==> src/rtl/rfma_pkg.sv <==
// Package for the rectangle fill / move address generator.
// Types, codes and widths shared by every rtl file but rfma_if. No dependencies.
`default_nettype none
package rfma_pkg;
    localparam int MAX_SIDE = 4096;
    localparam int CW = $clog2(MAX_SIDE) + 1;   // coordinate width
    localparam int SW = CW + 1;                 // offset width

    typedef enum logic [1:0] {
        CMD_FILL = 2'd0,
        CMD_MOVE = 2'd1,
        CMD_STEP = 2'd2,
        CMD_NONE = 2'd3
    } t_cmd;

    localparam logic [2:0] KIND_IDLE = 3'd0;
    localparam logic [2:0] KIND_ACC  = 3'd1;
    localparam logic [2:0] KIND_REJ  = 3'd2;
    localparam logic [2:0] KIND_FILL = 3'd3;
    localparam logic [2:0] KIND_COPY = 3'd4;

    localparam logic [2:0] REG_WIDTH  = 3'd0;
    localparam logic [2:0] REG_HEIGHT = 3'd1;
    localparam logic [2:0] REG_LINE   = 3'd2;
    localparam logic [2:0] REG_FOUR   = 3'd3;
    localparam logic [2:0] REG_BASE   = 3'd4;

    typedef struct packed {
        logic [1:0]         cmd;
        logic               whole_raster;
        logic signed [15:0] rect_left;
        logic signed [15:0] rect_top;
        logic signed [15:0] rect_right;
        logic signed [15:0] rect_bottom;
        logic signed [15:0] move_x;
        logic signed [15:0] move_y;
        logic [31:0]        fill_color;
    } t_in;

    typedef struct packed {
        logic [2:0]  kind;
        logic [31:0] src_address;
        logic [31:0] dst_address;
        logic [31:0] color;
        logic        last;
    } t_out;

    // Classified request handed from front to back.
    typedef struct packed {
        logic [1:0]    op;      // 0 idle, 1 start, 2 reject, 3 step
        logic          moving;
        logic          x_backward;
        logic          y_backward;
        logic [CW-1:0] x_first;
        logic [CW-1:0] x_end;
        logic [CW-1:0] y_first;
        logic [CW-1:0] y_end;
        logic [SW-1:0] src_off_x;
        logic [SW-1:0] src_off_y;
        logic [31:0]   color;
    } t_job;

    localparam logic [1:0] OP_IDLE  = 2'd0;
    localparam logic [1:0] OP_START = 2'd1;
    localparam logic [1:0] OP_REJ   = 2'd2;
    localparam logic [1:0] OP_STEP  = 2'd3;
endpackage
`default_nettype wire

==> src/rtl/rfma_if.sv <==
// Valid/ready channel carrying one payload.
// Depends on nothing; the payload type is a parameter.
`default_nettype none
interface rfma_if #(parameter type T = logic) (input wire logic i_clk);
    logic valid;
    logic ready;
    T     data;
    modport source (output valid, output data, input ready);
    modport sink   (input valid, input data, output ready);
endinterface
`default_nettype wire

==> src/rtl/rfma_front.sv <==
// Front: accepts requests, clips commands against the raster, registers the job.
// Depends on rfma_pkg.
`default_nettype none
module rfma_front (
    input  wire logic                 i_clk,
    input  wire logic                 i_rst_n,
    input  wire rfma_pkg::t_in        i_req,
    input  wire logic                 i_valid,
    output logic                      o_ready,
    input  wire logic [12:0]          i_raster_width,
    input  wire logic [12:0]          i_raster_height,
    output rfma_pkg::t_job            o_job,
    output logic                      o_job_valid,
    input  wire logic                 i_job_ready
);
    import rfma_pkg::*;

    logic signed [17:0] w, h, l, t, r, b, mx, my, cl, ct, cr, cb;
    logic          rej;
    t_job          job;
    t_job          r_job;
    logic          r_vld;

    always_comb begin
        w = (i_raster_width > 13'(MAX_SIDE)) ? 18'(MAX_SIDE) : 18'(i_raster_width);
        h = (i_raster_height > 13'(MAX_SIDE)) ? 18'(MAX_SIDE) : 18'(i_raster_height);
        mx = 18'(i_req.move_x);
        my = 18'(i_req.move_y);
        rej = 1'b0;
        if (i_req.whole_raster) begin
            l = '0; t = '0; r = w; b = h;
        end else begin
            l = 18'(i_req.rect_left); t = 18'(i_req.rect_top);
            r = 18'(i_req.rect_right); b = 18'(i_req.rect_bottom);
            if (r <= l || b <= t) rej = 1'b1;
        end
        if (w == 0 || h == 0) rej = 1'b1;
        if (i_req.cmd == CMD_MOVE) begin
            if (mx == 0 && my == 0) rej = 1'b1;
            if (l < 0 || t < 0 || r > w || b > h) rej = 1'b1;
            l = l + mx; r = r + mx; t = t + my; b = b + my;
        end
        cl = (l > 0) ? l : '0;
        ct = (t > 0) ? t : '0;
        cr = (r < w) ? r : w;
        cb = (b < h) ? b : h;
        if (cr <= cl || cb <= ct) rej = 1'b1;

        job = '0;
        job.moving = (i_req.cmd == CMD_MOVE);
        if (job.moving) begin
            job.y_backward = my > 0;
            job.x_backward = (my == 0) && (mx > 0);
            job.src_off_x  = SW'(-mx);
            job.src_off_y  = SW'(-my);
        end else begin
            job.color = i_req.fill_color;
        end
        if (job.x_backward) begin
            job.x_first = CW'(cr - 1); job.x_end = CW'(cl);
        end else begin
            job.x_first = CW'(cl); job.x_end = CW'(cr - 1);
        end
        if (job.y_backward) begin
            job.y_first = CW'(cb - 1); job.y_end = CW'(ct);
        end else begin
            job.y_first = CW'(ct); job.y_end = CW'(cb - 1);
        end
        case (i_req.cmd)
            CMD_FILL, CMD_MOVE: job.op = rej ? OP_REJ : OP_START;
            CMD_STEP:           job.op = OP_STEP;
            default:            job.op = OP_IDLE;
        endcase
    end

    assign o_ready     = !r_vld || i_job_ready;
    assign o_job       = r_job;
    assign o_job_valid = r_vld;

    always_ff @(posedge i_clk) begin
        if (!i_rst_n) begin
            r_vld <= 1'b0;
        end else if (o_ready) begin
            r_vld <= i_valid;
        end
        if (o_ready && i_valid) r_job <= job;
    end
endmodule
`default_nettype wire

==> src/rtl/rfma_queue.sv <==
// Two-entry queue between front and back.
// Depends on rfma_pkg.
`default_nettype none
module rfma_queue (
    input  wire logic           i_clk,
    input  wire logic           i_rst_n,
    input  wire rfma_pkg::t_job i_job,
    input  wire logic           i_valid,
    output logic                o_ready,
    output rfma_pkg::t_job      o_job,
    output logic                o_valid,
    input  wire logic           i_ready
);
    import rfma_pkg::*;

    t_job       r_mem [2];
    logic       r_wp, r_rp;
    logic [1:0] r_cnt;
    logic       push, pop;

    assign o_ready = r_cnt != 2'd2;
    assign o_valid = r_cnt != 2'd0;
    assign o_job   = r_mem[r_rp];
    assign push    = i_valid && o_ready;
    assign pop     = o_valid && i_ready;

    always_ff @(posedge i_clk) begin
        if (!i_rst_n) begin
            r_wp <= 1'b0; r_rp <= 1'b0; r_cnt <= 2'd0;
        end else begin
            if (push) r_wp <= !r_wp;
            if (pop) r_rp <= !r_rp;
            r_cnt <= r_cnt + 2'(push) - 2'(pop);
        end
        if (push) r_mem[r_wp] <= i_job;
    end
endmodule
`default_nettype wire

==> src/rtl/rfma_back.sv <==
// Back: walks the clipped area and forms byte addresses, one pixel per step request.
// Depends on rfma_pkg.
`default_nettype none
module rfma_back (
    input  wire logic           i_clk,
    input  wire logic           i_rst_n,
    input  wire rfma_pkg::t_job i_job,
    input  wire logic           i_valid,
    output logic                o_ready,
    input  wire logic [14:0]    i_line_bytes,
    input  wire logic           i_four,
    input  wire logic [31:0]    i_base,
    output rfma_pkg::t_out      o_res,
    output logic                o_valid,
    input  wire logic           i_res_ready
);
    import rfma_pkg::*;

    logic          r_busy, r_moving, r_xb, r_yb;
    logic [CW-1:0] r_cx, r_cy, r_xf, r_xe, r_ye;
    logic [SW-1:0] r_ox, r_oy;
    logic [31:0]   r_col;
    t_out          r_res;
    logic          r_ovld;

    logic          take, row_done, all_done;
    logic [31:0]   sx, sy, dst, src;
    t_out          res;

    assign o_ready = !r_ovld || i_res_ready;
    assign take    = o_ready && i_valid;
    assign row_done = r_cx == r_xe;
    assign all_done = row_done && (r_cy == r_ye);

    always_comb begin
        sx  = 32'(r_cx) + {{(32-SW){r_ox[SW-1]}}, r_ox};
        sy  = 32'(r_cy) + {{(32-SW){r_oy[SW-1]}}, r_oy};
        dst = i_base + 32'(r_cy) * 32'(i_line_bytes) + (32'(r_cx) << (i_four ? 2 : 1));
        src = i_base + sy * 32'(i_line_bytes) + (sx << (i_four ? 2 : 1));
        res = '0;
        case (i_job.op)
            OP_START: res.kind = KIND_ACC;
            OP_REJ:   res.kind = KIND_REJ;
            OP_STEP: begin
                if (r_busy) begin
                    res.dst_address = dst;
                    res.last = all_done;
                    if (r_moving) begin
                        res.kind = KIND_COPY;
                        res.src_address = src;
                    end else begin
                        res.kind  = KIND_FILL;
                        res.color = i_four ? r_col : {16'd0, r_col[15:0]};
                    end
                end
            end
            default: res.kind = KIND_IDLE;
        endcase
    end

    assign o_res   = r_res;
    assign o_valid = r_ovld;

    always_ff @(posedge i_clk) begin
        if (!i_rst_n) begin
            r_ovld <= 1'b0;
            r_busy <= 1'b0;
        end else begin
            if (o_ready) r_ovld <= i_valid;
            if (take) begin
                case (i_job.op)
                    OP_START: r_busy <= 1'b1;
                    OP_REJ:   r_busy <= 1'b0;
                    OP_STEP:  if (r_busy && all_done) r_busy <= 1'b0;
                    default: ;
                endcase
            end
        end
        if (take) begin
            r_res <= res;
            if (i_job.op == OP_START) begin
                r_moving <= i_job.moving; r_xb <= i_job.x_backward;
                r_yb <= i_job.y_backward; r_xf <= i_job.x_first;
                r_xe <= i_job.x_end; r_ye <= i_job.y_end;
                r_cx <= i_job.x_first; r_cy <= i_job.y_first;
                r_ox <= i_job.src_off_x; r_oy <= i_job.src_off_y;
                r_col <= i_job.color;
            end else if (i_job.op == OP_STEP && r_busy && !all_done) begin
                if (row_done) begin
                    r_cx <= r_xf;
                    r_cy <= r_yb ? r_cy - 1'b1 : r_cy + 1'b1;
                end else begin
                    r_cx <= r_xb ? r_cx - 1'b1 : r_cx + 1'b1;
                end
            end
        end
    end
endmodule
`default_nettype wire

==> src/rtl/rect_fill_move_address_generator.sv <==
// channel | dir | payload
// s_in    | in  | t_in  (cmd, rectangle, move, colour)
// m_out   | out | t_out (kind, addresses, colour, last)
// One request per cycle sustained while the output does not stall; a request passes the front
// register, the queue and the back output register. Synchronous active-low reset clears all
// control; stalls on the output propagate back through the queue.
// Depends on rfma_pkg, rfma_if, rfma_front, rfma_queue, rfma_back.
`default_nettype none
module rect_fill_move_address_generator (
    input  wire logic        i_clk,
    input  wire logic        i_rst_n,
    rfma_if.sink             s_in,
    rfma_if.source           m_out,
    input  wire logic        i_cfg_we,
    input  wire logic [2:0]  i_cfg_index,
    input  wire logic [31:0] i_cfg_data
);
    import rfma_pkg::*;

    logic [12:0] r_w, r_h;
    logic [14:0] r_lb;
    logic        r_four;
    logic [31:0] r_base;
    t_job        f_job, q_job;
    logic        f_vld, f_rdy, q_vld, q_rdy;

    always_ff @(posedge i_clk) begin
        if (!i_rst_n) begin
            r_w <= 13'd640; r_h <= 13'd480; r_lb <= 15'd1280;
            r_four <= 1'b0; r_base <= '0;
        end else if (i_cfg_we) begin
            case (i_cfg_index)
                REG_WIDTH:  r_w <= i_cfg_data[12:0];
                REG_HEIGHT: r_h <= i_cfg_data[12:0];
                REG_LINE:   r_lb <= i_cfg_data[14:0];
                REG_FOUR:   r_four <= i_cfg_data[0];
                REG_BASE:   r_base <= i_cfg_data;
                default: ;
            endcase
        end
    end

    rfma_front u_front (
        .i_clk, .i_rst_n, .i_req(s_in.data), .i_valid(s_in.valid), .o_ready(s_in.ready),
        .i_raster_width(r_w), .i_raster_height(r_h),
        .o_job(f_job), .o_job_valid(f_vld), .i_job_ready(f_rdy)
    );

    rfma_queue u_queue (
        .i_clk, .i_rst_n, .i_job(f_job), .i_valid(f_vld), .o_ready(f_rdy),
        .o_job(q_job), .o_valid(q_vld), .i_ready(q_rdy)
    );

    rfma_back u_back (
        .i_clk, .i_rst_n, .i_job(q_job), .i_valid(q_vld), .o_ready(q_rdy),
        .i_line_bytes(r_lb), .i_four(r_four), .i_base(r_base),
        .o_res(m_out.data), .o_valid(m_out.valid), .i_res_ready(m_out.ready)
    );
endmodule
`default_nettype wire

==> src/flat_wrapper.sv <==
// flat-port wrapper written by rule: the top's interface ports become plain ports
module rect_fill_move_address_generator_flat import rfma_pkg::*;
  (i_clk, i_rst_n, i_cfg_we, i_cfg_index, i_cfg_data, s_in_valid, s_in_data, s_in_ready, m_out_valid, m_out_data, m_out_ready);
  rfma_if s_in_i (.i_clk(i_clk));
  rfma_if m_out_i (.i_clk(i_clk));
  input  wire logic i_clk;
  input  wire logic i_rst_n;
  input  wire logic i_cfg_we;
  input  wire logic [2:0] i_cfg_index;
  input  wire logic [31:0] i_cfg_data;
  input wire logic [$bits(s_in_i.valid)-1:0] s_in_valid;
  input wire logic [$bits(s_in_i.data)-1:0] s_in_data;
  output wire logic [$bits(s_in_i.ready)-1:0] s_in_ready;
  output wire logic [$bits(m_out_i.valid)-1:0] m_out_valid;
  output wire logic [$bits(m_out_i.data)-1:0] m_out_data;
  input wire logic [$bits(m_out_i.ready)-1:0] m_out_ready;
  assign s_in_i.valid = s_in_valid;
  assign s_in_i.data = s_in_data;
  assign s_in_ready = s_in_i.ready;
  assign m_out_valid = m_out_i.valid;
  assign m_out_data = m_out_i.data;
  assign m_out_i.ready = m_out_ready;
  rect_fill_move_address_generator u_core (.i_clk(i_clk), .i_rst_n(i_rst_n), .s_in(s_in_i), .m_out(m_out_i), .i_cfg_we(i_cfg_we), .i_cfg_index(i_cfg_index), .i_cfg_data(i_cfg_data));
endmodule
==> config.mk <==
export PLATFORM = sky130hd
export DESIGN_NAME = rect_fill_move_address_generator_flat
export DESIGN_NICKNAME = d
export VERILOG_FILES = /design/src/rtl/rfma_pkg.sv /design/src/rtl/rfma_if.sv /design/src/rtl/rfma_front.sv /design/src/rtl/rfma_queue.sv /design/src/rtl/rfma_back.sv /design/src/rtl/rect_fill_move_address_generator.sv /design/src/flat_wrapper.sv
export SDC_FILE = /design/constraint.sdc
export NUM_CORES = 1
export LEC_CHECK = 0
export BUFFER_PORTS_ARGS = -buffer_cell sky130_fd_sc_hd__clkbuf_2
export CAP_MARGIN = 10
export CELL_PAD_IN_SITES_DETAIL_PLACEMENT = 2
export CELL_PAD_IN_SITES_GLOBAL_PLACEMENT = 2
export CORE_UTILIZATION = 10
export CTS_BUF_LIST = sky130_fd_sc_hd__clkbuf_4 sky130_fd_sc_hd__clkbuf_8
export DETAILED_ROUTE_END_ITERATION = 16
export GPL_ROUTABILITY_DRIVEN = 0
export PLACE_DENSITY = 0.88
export SYNTH_ARGS = -nofsm -noshare
export SYNTH_HDL_FRONTEND = slang
export SYNTH_SLANG_ARGS = --single-unit
export TNS_END_PERCENT = 30
==> constraint.sdc <==
create_clock -name i_clk -period 2.6 [get_ports i_clk]
set_clock_uncertainty 0.2 [all_clocks]
set_input_delay 0.13 -clock i_clk [delete_from_list [all_inputs] [get_ports i_clk]]
set_output_delay 0.13 -clock i_clk [all_outputs]
set_load 0.03 [all_outputs]
# After elaboration in Yosys (flattened, before gate mapping)
# Memories as Yosys holds them, arrays and structs flattened. A register that Yosys moved wholly into a read port is not among the register bits.
# Index checks and enable logic that the tools add are counted.
# totals
regBits,102
mem_bits_rw,54
input_bits,41
output_inout_bits,3
wordCells,80
n_memories,1
# mem_list
memory,words,width,rd,rd_clocked_by_memory_dff,wr,line_no,text
u_core.u_queue.r_mem,2,27,1,1,1,rfma_queue.sv:16,t_job r_mem [2];
# classes
n_addsub,8
n_lt_le_gt_ge,4
eq_ne,8
n_mux,16
reduce_logical,26
# op_table
cell,n
two-way mux 13 bit,12
subtractor 13 x 1 -> 13 bit (second input constant),4
adder 13 x 1 -> 13 bit (second input constant),2
equality test 13 bit,2
greater-than comparator 13 bit (second input constant),2
less-than comparator 1 x 13 -> 1 bit (first input constant),2
AND reduction 2 bit,5
logical AND 1 bit,7
AND reduction 3 bit,2
nonzero test 2 bit,3
zero test 1 bit,5
equality test 2 bit (both inputs constant),2
inequality test 2 bit (second input constant),2
equality test 3 x 1 -> 1 bit (second input constant),1
zero test 3 bit,1
two-way mux 1 bit,3
case mux 1 bit (3 select lines),1
nonzero test 3 bit,1
adder 2 x 1 -> 2 bit,1
equality test 2 x 1 -> 1 bit (both inputs constant),1
logical OR 1 bit,2
subtractor 2 x 1 -> 2 bit,1

# Logic depth before layout (Yosys ltp)
# Gate-level depths: netlist of run 1.
# depth
ltp_word,6
mapped_depth,7
ltp_nobuf,7

# By module
# Synthesis of run 1 repeated with hierarchy kept, for this count alone.
# hier_totals
hier_cells,5149
area_unflattened_um2,54018.1
# by_module_without_submodules
mod,instances,cells_each,area_per_inst_um2,seq_area_each_um2
rfma_back,1,2876,28947.8,6886.6
rfma_front,1,1591,13392.8,3533.4
rfma_queue,1,394,8817.2,7126.8
rect_fill_move_address_generator,1,288,2860.2,1481.4

# Worst setup path after synthesis of run 1
# OpenSTA, ideal clock, no wires.
# synth_timing
kind,reg2reg
from,reg u_core.u_back.r_ovld (netlist: u_core.u_back.o_valid)
to,reg u_core.u_queue.r_cnt[1]
arrival_time_ns,1.503
t_required_ns,2.338
setup_slack_ns,0.835
path_stages_with_launch,8
path_buffers,0
path_cell_list,dfxtp_1 nor2b_1 nor2_1 ha_1 inv_1 ha_1 xnor3_1 nor2b_2
# synth_via
elab_chain_cells,4
# synth_rtl
item,line_no,text
from (decl),rfma_back.sv:24,logic r_ovld;
from (signal assigned),rfma_back.sv:69,if (o_ready) r_ovld <= i_valid;
zero test 1 bit,rfma_back.sv:30,assign o_ready = !r_ovld || i_res_ready;
logical OR 1 bit,rfma_back.sv:30,
logical AND 1 bit,rfma_queue.sv:25,assign pop = o_valid && i_ready;
subtractor 2 x 1 -> 2 bit,rfma_queue.sv:33,r_cnt <= r_cnt + 2'(push) - 2'(pop);
to (signal assigned),rfma_queue.sv:33,
to (decl),rfma_queue.sv:18,logic [1:0] r_cnt;
# No other way between the ends.
# A chain may end at the register's enable or synchronous reset.

# Final worst setup path of run 1
# layout_timing
from,reg u_core.u_queue.r_cnt[1]
to,reg u_core.u_queue.r_cnt[1]
# layout_via
elab_chain_cells,4
# layout_rtl
item,line_no,text
inequality test 2 bit,rfma_queue.sv:21,assign o_ready = r_cnt != 2'd2;
logical AND 1 bit,rfma_queue.sv:24,assign push = i_valid && o_ready;
adder 2 x 1 -> 2 bit,rfma_queue.sv:33,
subtractor 2 x 1 -> 2 bit *,rfma_queue.sv:33,
# Mark *: on every way between the ends. The rest lies on a longest branch, timed or not.

==> results of run 1 <==
==> stage by stage <==
step	total power, mW	hold WS (ns)
2_1_floorplan	0.191	0.0517
3_3_place_gp	0.210	0.156
3_5_place_dp	0.221	0.177
4_1_cts	0.302	0.132
5_1_grt	0.321	0.138
6_report	0.293	0.119
==> timing repair <==
item / 4_1_cts / 5_1_grt
hold buffers: 3 / 0
setup buffers: 0 / 0
hold endpoints to repair: 4 / 0
==> sequential cells by signal (all words and copies together), names as in the netlist <==
| register | cells |
|---|---|
| u_core.u_queue.r_cnt | 2 |
| u_core.u_back.o_valid | 1 |
| u_core.u_front.o_job_valid | 1 |
==> cell type report <==
type	instances	share of cell area, %
clock buffer	3	7.20
inverter	3	3.60
multi-input combinational	13	35.2
sequential	4	25.6
tap	27	10.8
timing repair buffer	8	17.6
==> final timing paths <==
check / endpoint / cells after the start / startpoint
worst max-delay path: u_core.u_queue.r_cnt[1] / 7 / u_core.u_queue.r_cnt[1]
worst min-delay path: u_core.u_back.o_valid / 3 / m_out_ready
worst max register to register: u_core.u_queue.r_cnt[1] / 7 / u_core.u_queue.r_cnt[1]
worst min register to register: u_core.u_back.o_valid / 1 / u_core.u_queue.r_cnt[0]
==> cells in the mapped netlist <==
cell	number
a21boi_0	1
o21ai_0	1
nor2_1	2
conb_1	1
buf_4	1
nor2b_2	1
dfxtp_1	4
ha_1	2
xnor3_1	1
o31a_2	1
nand3b_1	1
nor2b_1	1
and2_1	1
inv_1	3
==> power breakdown <==
| part | total (mW) | internal [mW] | switching (mW) |
|---|---|---|---|
| Sequential | 0.0966 | 0.0799 | 0.0167 |
| Clock | 0.0759 | 0.0516 | 0.0243 |
| Combinational | 0.121 | 0.0681 | 0.0527 |
==> layer usage <==
metal	track usage, %	share of wire (%)	vias up
met2	9.73	58	4
met4	5.00	1.8	0
li1	-	-	87
met5	0	0	-
met1	4.28	37	81
met3	3.40	3.5	2
==> worst max-delay path, cell delays in order (launching register included) <==
cell     delay, ns
dfxtp_1       0.40
inv_1         0.06
o21ai_0       0.16
ha_1          0.25
inv_1         0.05
ha_1          0.15
xnor3_1       0.22
nor2b_2       0.12
==> cell families (layout without fill, tap and decap cells) <==
| logic type | count (synthesis) | after routing |
|---|---|---|
| flip-flops | 4 | 4 |
| adder cells (fa/ha/maj) | 2 | 2 |
| buffers and inverters | 4 | 14 |
| AO/OA/AOI/OAI | 3 | 3 |
| XOR/XNOR | 1 | 1 |
| other | 1 | 1 |
| AND/OR/NAND/NOR | 6 | 6 |
==> impl_results.md, run 1 <==
* Status: completed
* Layout Nets at 76
* Non-Filler Instances at 58
* RSZ-0062 raised after global routing: no
* Synthesized area per cell at 9.95 um2
* Avg WL per Cell at between 7 and 8 um
* Clock Latency Late Sink at between 0.2 and 0.25 ns
* Dpl ws at 0.910 ns
* ANT nets after route at 0
* Cell Rows at 16
* Peak VDD IR at 0.339 mV
* Largest cells by area after synthesis: dfxtp_1, ha_1, xnor3_1
* P per Cell Area at 938 mW/mm2
* Main combinational cell family by area after synthesis: simple AND/OR/NAND/NOR gates
* Register bit total from synthesis at 4
* Root buffer cell: clkbuf_4
* Total CTS buffers at 3
* Simple-gate share of the synthesized area at around 17%
* Die Span Y at 47.7 um
* Crit share post-route at 64.4%
* Combined area of the multi-input logic cells at 110 um2
* Clk sinks at 4
* Worst Path Arrival at 1.64 ns
* Max-cap check violation count at 0
* Syn nets at between 60 and 70
* Commonest non-fill, non-tap cell in the layout: clkbuf_2
* Setup Crit Path Kind: register to register
* Detailed Place HPWL at 355 um
* Vias/cell at 3.00
* Clock Pin Slew Worst Setup and Hold Paths at 0.04 ns
* CP Launch Type: register
* CP required at 2.57 ns
* PostCTS Resize Cnt at 0
* Initial antenna violation count at 0
* Setup Viol. Count Final at 0
* Tmin final at 1.67 ns
* Filler Cell Count at 253
* Core Util, Final at 15.9%
* Mapped cell area at 209 um2
* Hold Crit Class: input pin to register
* Adder-cell area share of the yosys netlist at 12.0%
* Post-Route WL at 434 um
* Design area at 313 um2
* First-pass GRT wire length at 772 um
* Port bufs at 5
* Seq/Total Area, Yosys at 38.3%
* DIE WIDTH at 47.7 um
* Endpoints failing hold at 0
* Synth top area share at 38.3%
* Setup TNS at 0 ns
* Placed cells at 52
* Multiplexer share of the synthesized area at 0%
* Crit path capture type: register
* Final worst slack at roughly 0.9 ns
* Die ar. at between 0.002 and 0.0025 mm2
* Syn. warnings at 0
* Unique masters post-synth at 14
* Leakage power at 0.145 nW
* Core area at 0.00196 mm2
* IO Count at 44
* Gr usage total at about 5.6%
* Worst R2R Setup Slack at 0.93 ns
* TritonRoute pass-1 iters at 1
* FF+latch area at approximately 80 um2
* H-tree depth at 1
* Via count at 174
* Antenna cells at 0
* Drc violations at 0
* TritonCTS clock tree: built
* Synth Area in XOR/XNOR at 10.8%
* DRT iter0 DRCs at 0
* Layout cell share with drive strength beyond 1 at 32.3%
* Vias in the first global route at 207
* Post-synthesis compound-gate area fraction at 10.8%
* Leading cell types in the layout, fill and taps excluded: clkbuf_2, dfxtp_1, inv_1, clkbuf_4, dlygate4sd3_1
* Maximum clock rate at roughly 0.60 GHz
* Synth Instances at 21
* Total congestion overflow at 0
* P&R area growth vs syn at 49.7%
* Crit Path Max Fanout at 5
* Dpl cell area at 260 um2
* Maximum clock insertion buffer count at 2
* Initial Util at 10.7%
* Max-slew violations at 0
* Post-synth top area cell: dfxtp_1
* Pin count of the biggest net entering global routing at 6
Power figures use the tool's default switching activity.
==> run 2, diff against run 1 <==
- PLACE_DENSITY: 0.88 -> 0.91
- clock period: 2.6 -> 1.4 ns (I/O delays scaled with it)
==> run 2 against run 1 <==
The flow now finishes with violations (negative setup slack). First-iteration DRC count unchanged. Maximum frequency increased by 5.7%. Sequential power increased by 94%. Combinational power increased to 3.1 times the previous value. Register-to-register slack got worse by 1.1 ns. Power increased to 2.6 times the previous value. Critical endpoint unchanged. Largest power group unchanged.
==> impl_results.md, run 2 (same netlist as run 1, synthesis figures left out) <==
* Cell Rows at 16
* Filler Cell Count at 251
* Failing checks: negative setup slack
* Total power at about 0.75 mW
* Pin count of the biggest net entering global routing at 5
* Vias in the first global route at 218
* Gr usage total at under 10%
* Leakage power at 0.172 nW
* Maximum clock insertion buffer count at 2
* Port bufs at 5
* Worst Path Arrival at 1.56 ns
* Peak VDD IR at just under 0.6 mV
* Tmin final at 1.58 ns
* DIE WIDTH at 47.7 um
* Core Util, Final at 19.7%
* Drc violations at 0
* Max reg flops at 2
* Clock Latency Late Sink at roughly 0.25 ns
* Layout Nets at slightly below 80
* Initial antenna violation count at 0
* Leading cell types in the layout, fill and taps excluded: clkbuf_4, clkbuf_2, buf_4
* Final worst slack at -0.183 ns
* Initial Util at 10.7%
* Top reg by flops: u_core.u_queue.r_cnt
* Hold Crit Class: input pin to register
* ANT nets after route at 0
* Total CTS buffers at 3
* Core area at 0.00196 mm2
* Crit Path Max Fanout at 2
* TritonCTS clock tree: built
* CP Launch Type: register
* Clk sinks at 4
* Crit share post-route at 113%
* P per Cell Area at 1950 mW/mm2
* P&R area growth vs syn at 85.0%
* TritonRoute pass-1 iters at 1
* Total congestion overflow at 0
* Clock Pin Slew Worst Setup and Hold Paths at 0.05 ns
* Via count at 191
* Vias/cell at ~3
* Die Span Y at 47.7 um
* Crit path capture type: register
* Endpoints failing hold at 0
* H-tree depth at 1
* Avg WL per Cell at 9.37 um
* DRT iter0 DRCs at 0
* Detailed Place HPWL at 357 um
* Max-slew violations at 0
* Post-Route WL at about 580 um
* RSZ-0062 raised after global routing: yes
* Status: finished, violations left
* Critical path's slowest cell: dfxtp_4
* Antenna cells at 0
* Critical-path cell list: nor2b_4 > nor2_2 > ha_1 > inv_2 > ha_4 > xnor3_1 > nor2b_2
* Root buffer cell: clkbuf_4
* First-pass GRT wire length at 959 um
* Setup Crit Path Kind: register to register
* Maximum clock rate at 0.632 GHz
* Max-cap check violation count at 0
* Layout cell share with drive strength beyond 1 at 68.6%
* Largest stage delay, worst path at 0.33 ns
* IO Count at 44
* Die ar. at 0.00228 mm2
* Setup Viol. Count Final at 2
* Setup TNS at -0.273 ns
* CP required at 1.37 ns
-- run 2: what timing repair did --
action,4_1_cts,5_1_grt
hold endpoints to repair,4,0
endpoints found under the setup margin,3,3
pin swaps,1,0
buffers inserted,1,0
resized for setup,9,2
hold buffers,2,0
-- run 2: final timing paths --
path                                                    to                        from  cells past startpoint  slack [ns]
worst min register to register  u_core.u_front.o_job_valid  u_core.u_front.o_job_valid                      2        0.39
worst max-delay path               u_core.u_queue.r_cnt[1]       u_core.u_back.o_valid                      7       -0.18
worst min-delay path                 u_core.u_back.o_valid                 m_out_ready                      4        0.08
worst max register to register     u_core.u_queue.r_cnt[1]       u_core.u_back.o_valid                      7       -0.18
-- run 2: routing by layer --
layer,track usage [%],share of wire [%]
met5,0,0
met4,6.67,2.9
met3,2.26,3.3
met2,13.2,64
met1,5.36,30
-- run 2: through the flow --
| step | hold WS, ns | cell area, um2 | std cells | setup WS, ns |
|---|---|---|---|---|
| detailed placement | 0.110 | 297 | 55 | -0.261 |
| finish | 0.0765 | 387 | 62 | -0.183 |
| global placement | 0.104 | 297 | 55 | -0.168 |
| global route | 0.0872 | 387 | 62 | -0.256 |
| floorplan | -0.00829 | 223 | 21 | -0.192 |
| CTS | 0.0562 | 382 | 62 | -0.184 |
-- run 2: layout make-up --
cell class                 count  area (um2)  area share [%]
clock buffer                   4        30.0            7.77
inverter                       3        11.3            2.91
multi-input combinational     13         138            35.6
sequential                     4        86.3            22.3
tap                           27        33.8            8.74
timing repair buffer          11        87.6            22.7
-- run 2: worst max-delay path: cells and delay by family (launching register included) --
kind                       cells  cell delay [ns]
adders and majority gates      2             0.40
and+or+nand+nor                3             0.29
buffers and inverters          1             0.07
xor gates and xnor gates       1             0.21
DFF                            1             0.33
-- run 2: power by group --
group,switching (mW),internal (mW)
clock,0.0625,0.127
combinational,0.152,0.225
sequential,0.0290,0.158
==> run 3, diff against run 2 <==
- PLACE_DENSITY: 0.91 -> 0.85
==> run 3 against run 2 <==
The flow finishes with violations (negative hold slack, negative setup slack). Sequential cell count stayed put. Final cell count is 1.6% lower. Register-to-register slack hardly changed. Largest power group unchanged. First-iteration DRC count stayed put. Cell area is 4.2% lower. Core utilization is 0.83 points lower. Sequential power is 2% lower. Non-clock buffer count is 1 lower. Via count is 2.1% lower. Power is 5.6% lower. Clock power is 7% lower. Global-route usage is 1.4 points lower.
==> impl_results.md, run 3 (same netlist as run 1, synthesis figures left out) <==
* DRT iter0 DRCs at 0
* Hold Crit Class: input pin to register
* Worst R2R Setup Slack at -0.19 ns
* Worst Path Arrival at 1.55 ns
* Antenna cells at 0
* First-pass GRT wire length at 779 um
* RSZ-0062 raised after global routing: yes
* Cell internal pwr at 0.488 mW
* Vias/cell at 3.07
* Peak VDD IR at 0.571 mV
* Setup Crit Path Kind: register to register
* Detailed Place HPWL at around 340 um
* Status: finished, violations left
* Maximum clock insertion buffer count at 2
* Final worst slack at -0.190 ns
* Port bufs at 5
* CP required at 1.36 ns
* Crit Path Max Fanout at 2
* Combined area of the multi-input logic cells at 135 um2
* Total congestion overflow at 0
* Die Span Y at 47.7 um
* Hold endpoint: u_core.u_back.o_valid
* Cell Rows at 16
* Tmin final at between 1.5 and 2 ns
* Comb power frac at 49.4%
* Clock Latency Late Sink at 0.24 ns
* Die ar. at 0.00228 mm2
* Root buffer cell: clkbuf_4
* Non-Filler Instances at 61
* Pin count of the biggest net entering global routing at 5
* Worst Hold Depth at 3
* ANT nets after route at 0
* Clock share of power at approximately a quarter
* Number of post-CTS setup repair buffers at 0
* Endpoints failing hold at 1
* Crit share post-route at 114%
* Clk sinks at 4
* Max-cap check violation count at 0
* Sw Ratio at approximately a third
* Clock Pin Slew Worst Setup and Hold Paths at roughly 0.040 ns
* Crit path capture type: register
* FF-to-FF Start: u_core.u_back.o_valid
* Total CTS buffers at 3
* FF+latch area at approximately 86 um2
* Layout Nets at 78
* Setup TNS at -0.285 ns
* P_sw at roughly 0.22 mW
* TritonRoute pass-1 iters at 1
* DIE WIDTH at 47.7 um
* Drc violations at 0
* Dpl cell area at 297 um2
* Dpl ws at -0.296 ns
* Initial Util at 10.7%
* Worst Hold Launch: m_out_ready
* Setup Viol. Count Final at 2
* Failing checks: negative hold slack, negative setup slack
* Leading cell types in the layout, fill and taps excluded: clkbuf_4, clkbuf_2, buf_4
* Max reg flops at 2
* Filler Cell Count at 243
* Vias in the first global route at 181
* H-tree depth at 1
* Core Util, Final at between 10% and 20%
* Gr usage total at 5.62%
* Avg WL per Cell at 8.66 um
* Worst r2r dst: u_core.u_queue.r_cnt[1]
* Post-Route WL at 528 um
* Maximum clock rate at 0.629 GHz
* CP Launch Type: register
* Max-slew violations at 0
* Total power at 0.711 mW
* IO Count at 44
* Leakage power at between 0.15 and 0.2 nW
* Top reg by flops: u_core.u_queue.r_cnt
* Initial antenna violation count at 0
* FF-to-FF path depth at 7
* Design area at between 300 and 400 um2
* Layout cell share with drive strength beyond 1 at approximately 65%
* Core area at approximately 0.002 mm2
* Placed cells at 55
* Sequential share of power at 25.7%
* P per Cell Area at 1920 mW/mm2
* Hold Slack at -0.000125 ns
* Via count at around 190
* P&R area growth vs syn at 77.2%
* TritonCTS clock tree: built
* Hold_buf cts at 2
## run 3: cell count changes in the layout (fill, tap and decap cells not counted), sizes merged
cell / before / now
clkbuf: 9 / 8
## run 3: cell type report
cell class	instances	area share, %
flip-flops and latches	4	23.3
multi-input cells	13	36.5
inverters	3	3.04
repair buffers	10	19.9
well taps	27	9.12
clock buffers	4	8.11
## run 3: worst max-delay path, stage by stage, from the launching register on
cell     delay (ns)
dfxtp_4        0.33
nor2b_4        0.14
nor2_2         0.05
ha_1           0.28
inv_2          0.07
ha_4           0.11
xnor3_1        0.22
nor2b_2        0.11
## run 3: power by group through the flow
| stage | Combinational [mW] | Sequential, mW | Clock [mW] |
|---|---|---|---|
| 2_1_floorplan | 0.171 | 0.200 | 0 |
| 3_3_place_gp | 0.272 | 0.174 | 0 |
| 3_5_place_dp | 0.283 | 0.178 | 0 |
| 4_1_cts | 0.328 | 0.180 | 0.188 |
| 5_1_grt | 0.392 | 0.187 | 0.198 |
| 6_report | 0.351 | 0.183 | 0.177 |
## run 3: worst max path at each step
stage	startpoint	end	slack (ns)	cells past startpoint
global placement	u_core.u_queue.r_cnt[1]	u_core.u_queue.r_cnt[1]	-0.17	7
finish	u_core.u_back.o_valid	u_core.u_queue.r_cnt[1]	-0.19	7
floorplan	u_core.u_back.o_valid	u_core.u_queue.r_cnt[1]	-0.19	7
global route	u_core.u_back.o_valid	u_core.u_queue.r_cnt[1]	-0.27	7
detailed placement	u_core.u_queue.r_cnt[1]	u_core.u_queue.r_cnt[1]	-0.30	7
CTS	u_core.u_back.o_valid	u_core.u_queue.r_cnt[1]	-0.19	7
## run 3: routing by layer
layer	track usage, %	wire length [um]	up-vias
met4	5.00	0	0
met2	9.19	330	4
li1	-	-	91
met1	5.41	182	92
met3	2.26	16	0
met5	0	0	-
## run 3: what timing repair did
item                       4_1_cts  5_1_grt
gates resized for setup          5        6
pin swaps                        1        0
hold endpoints to repair         4        1
setup endpoints to repair        2        3
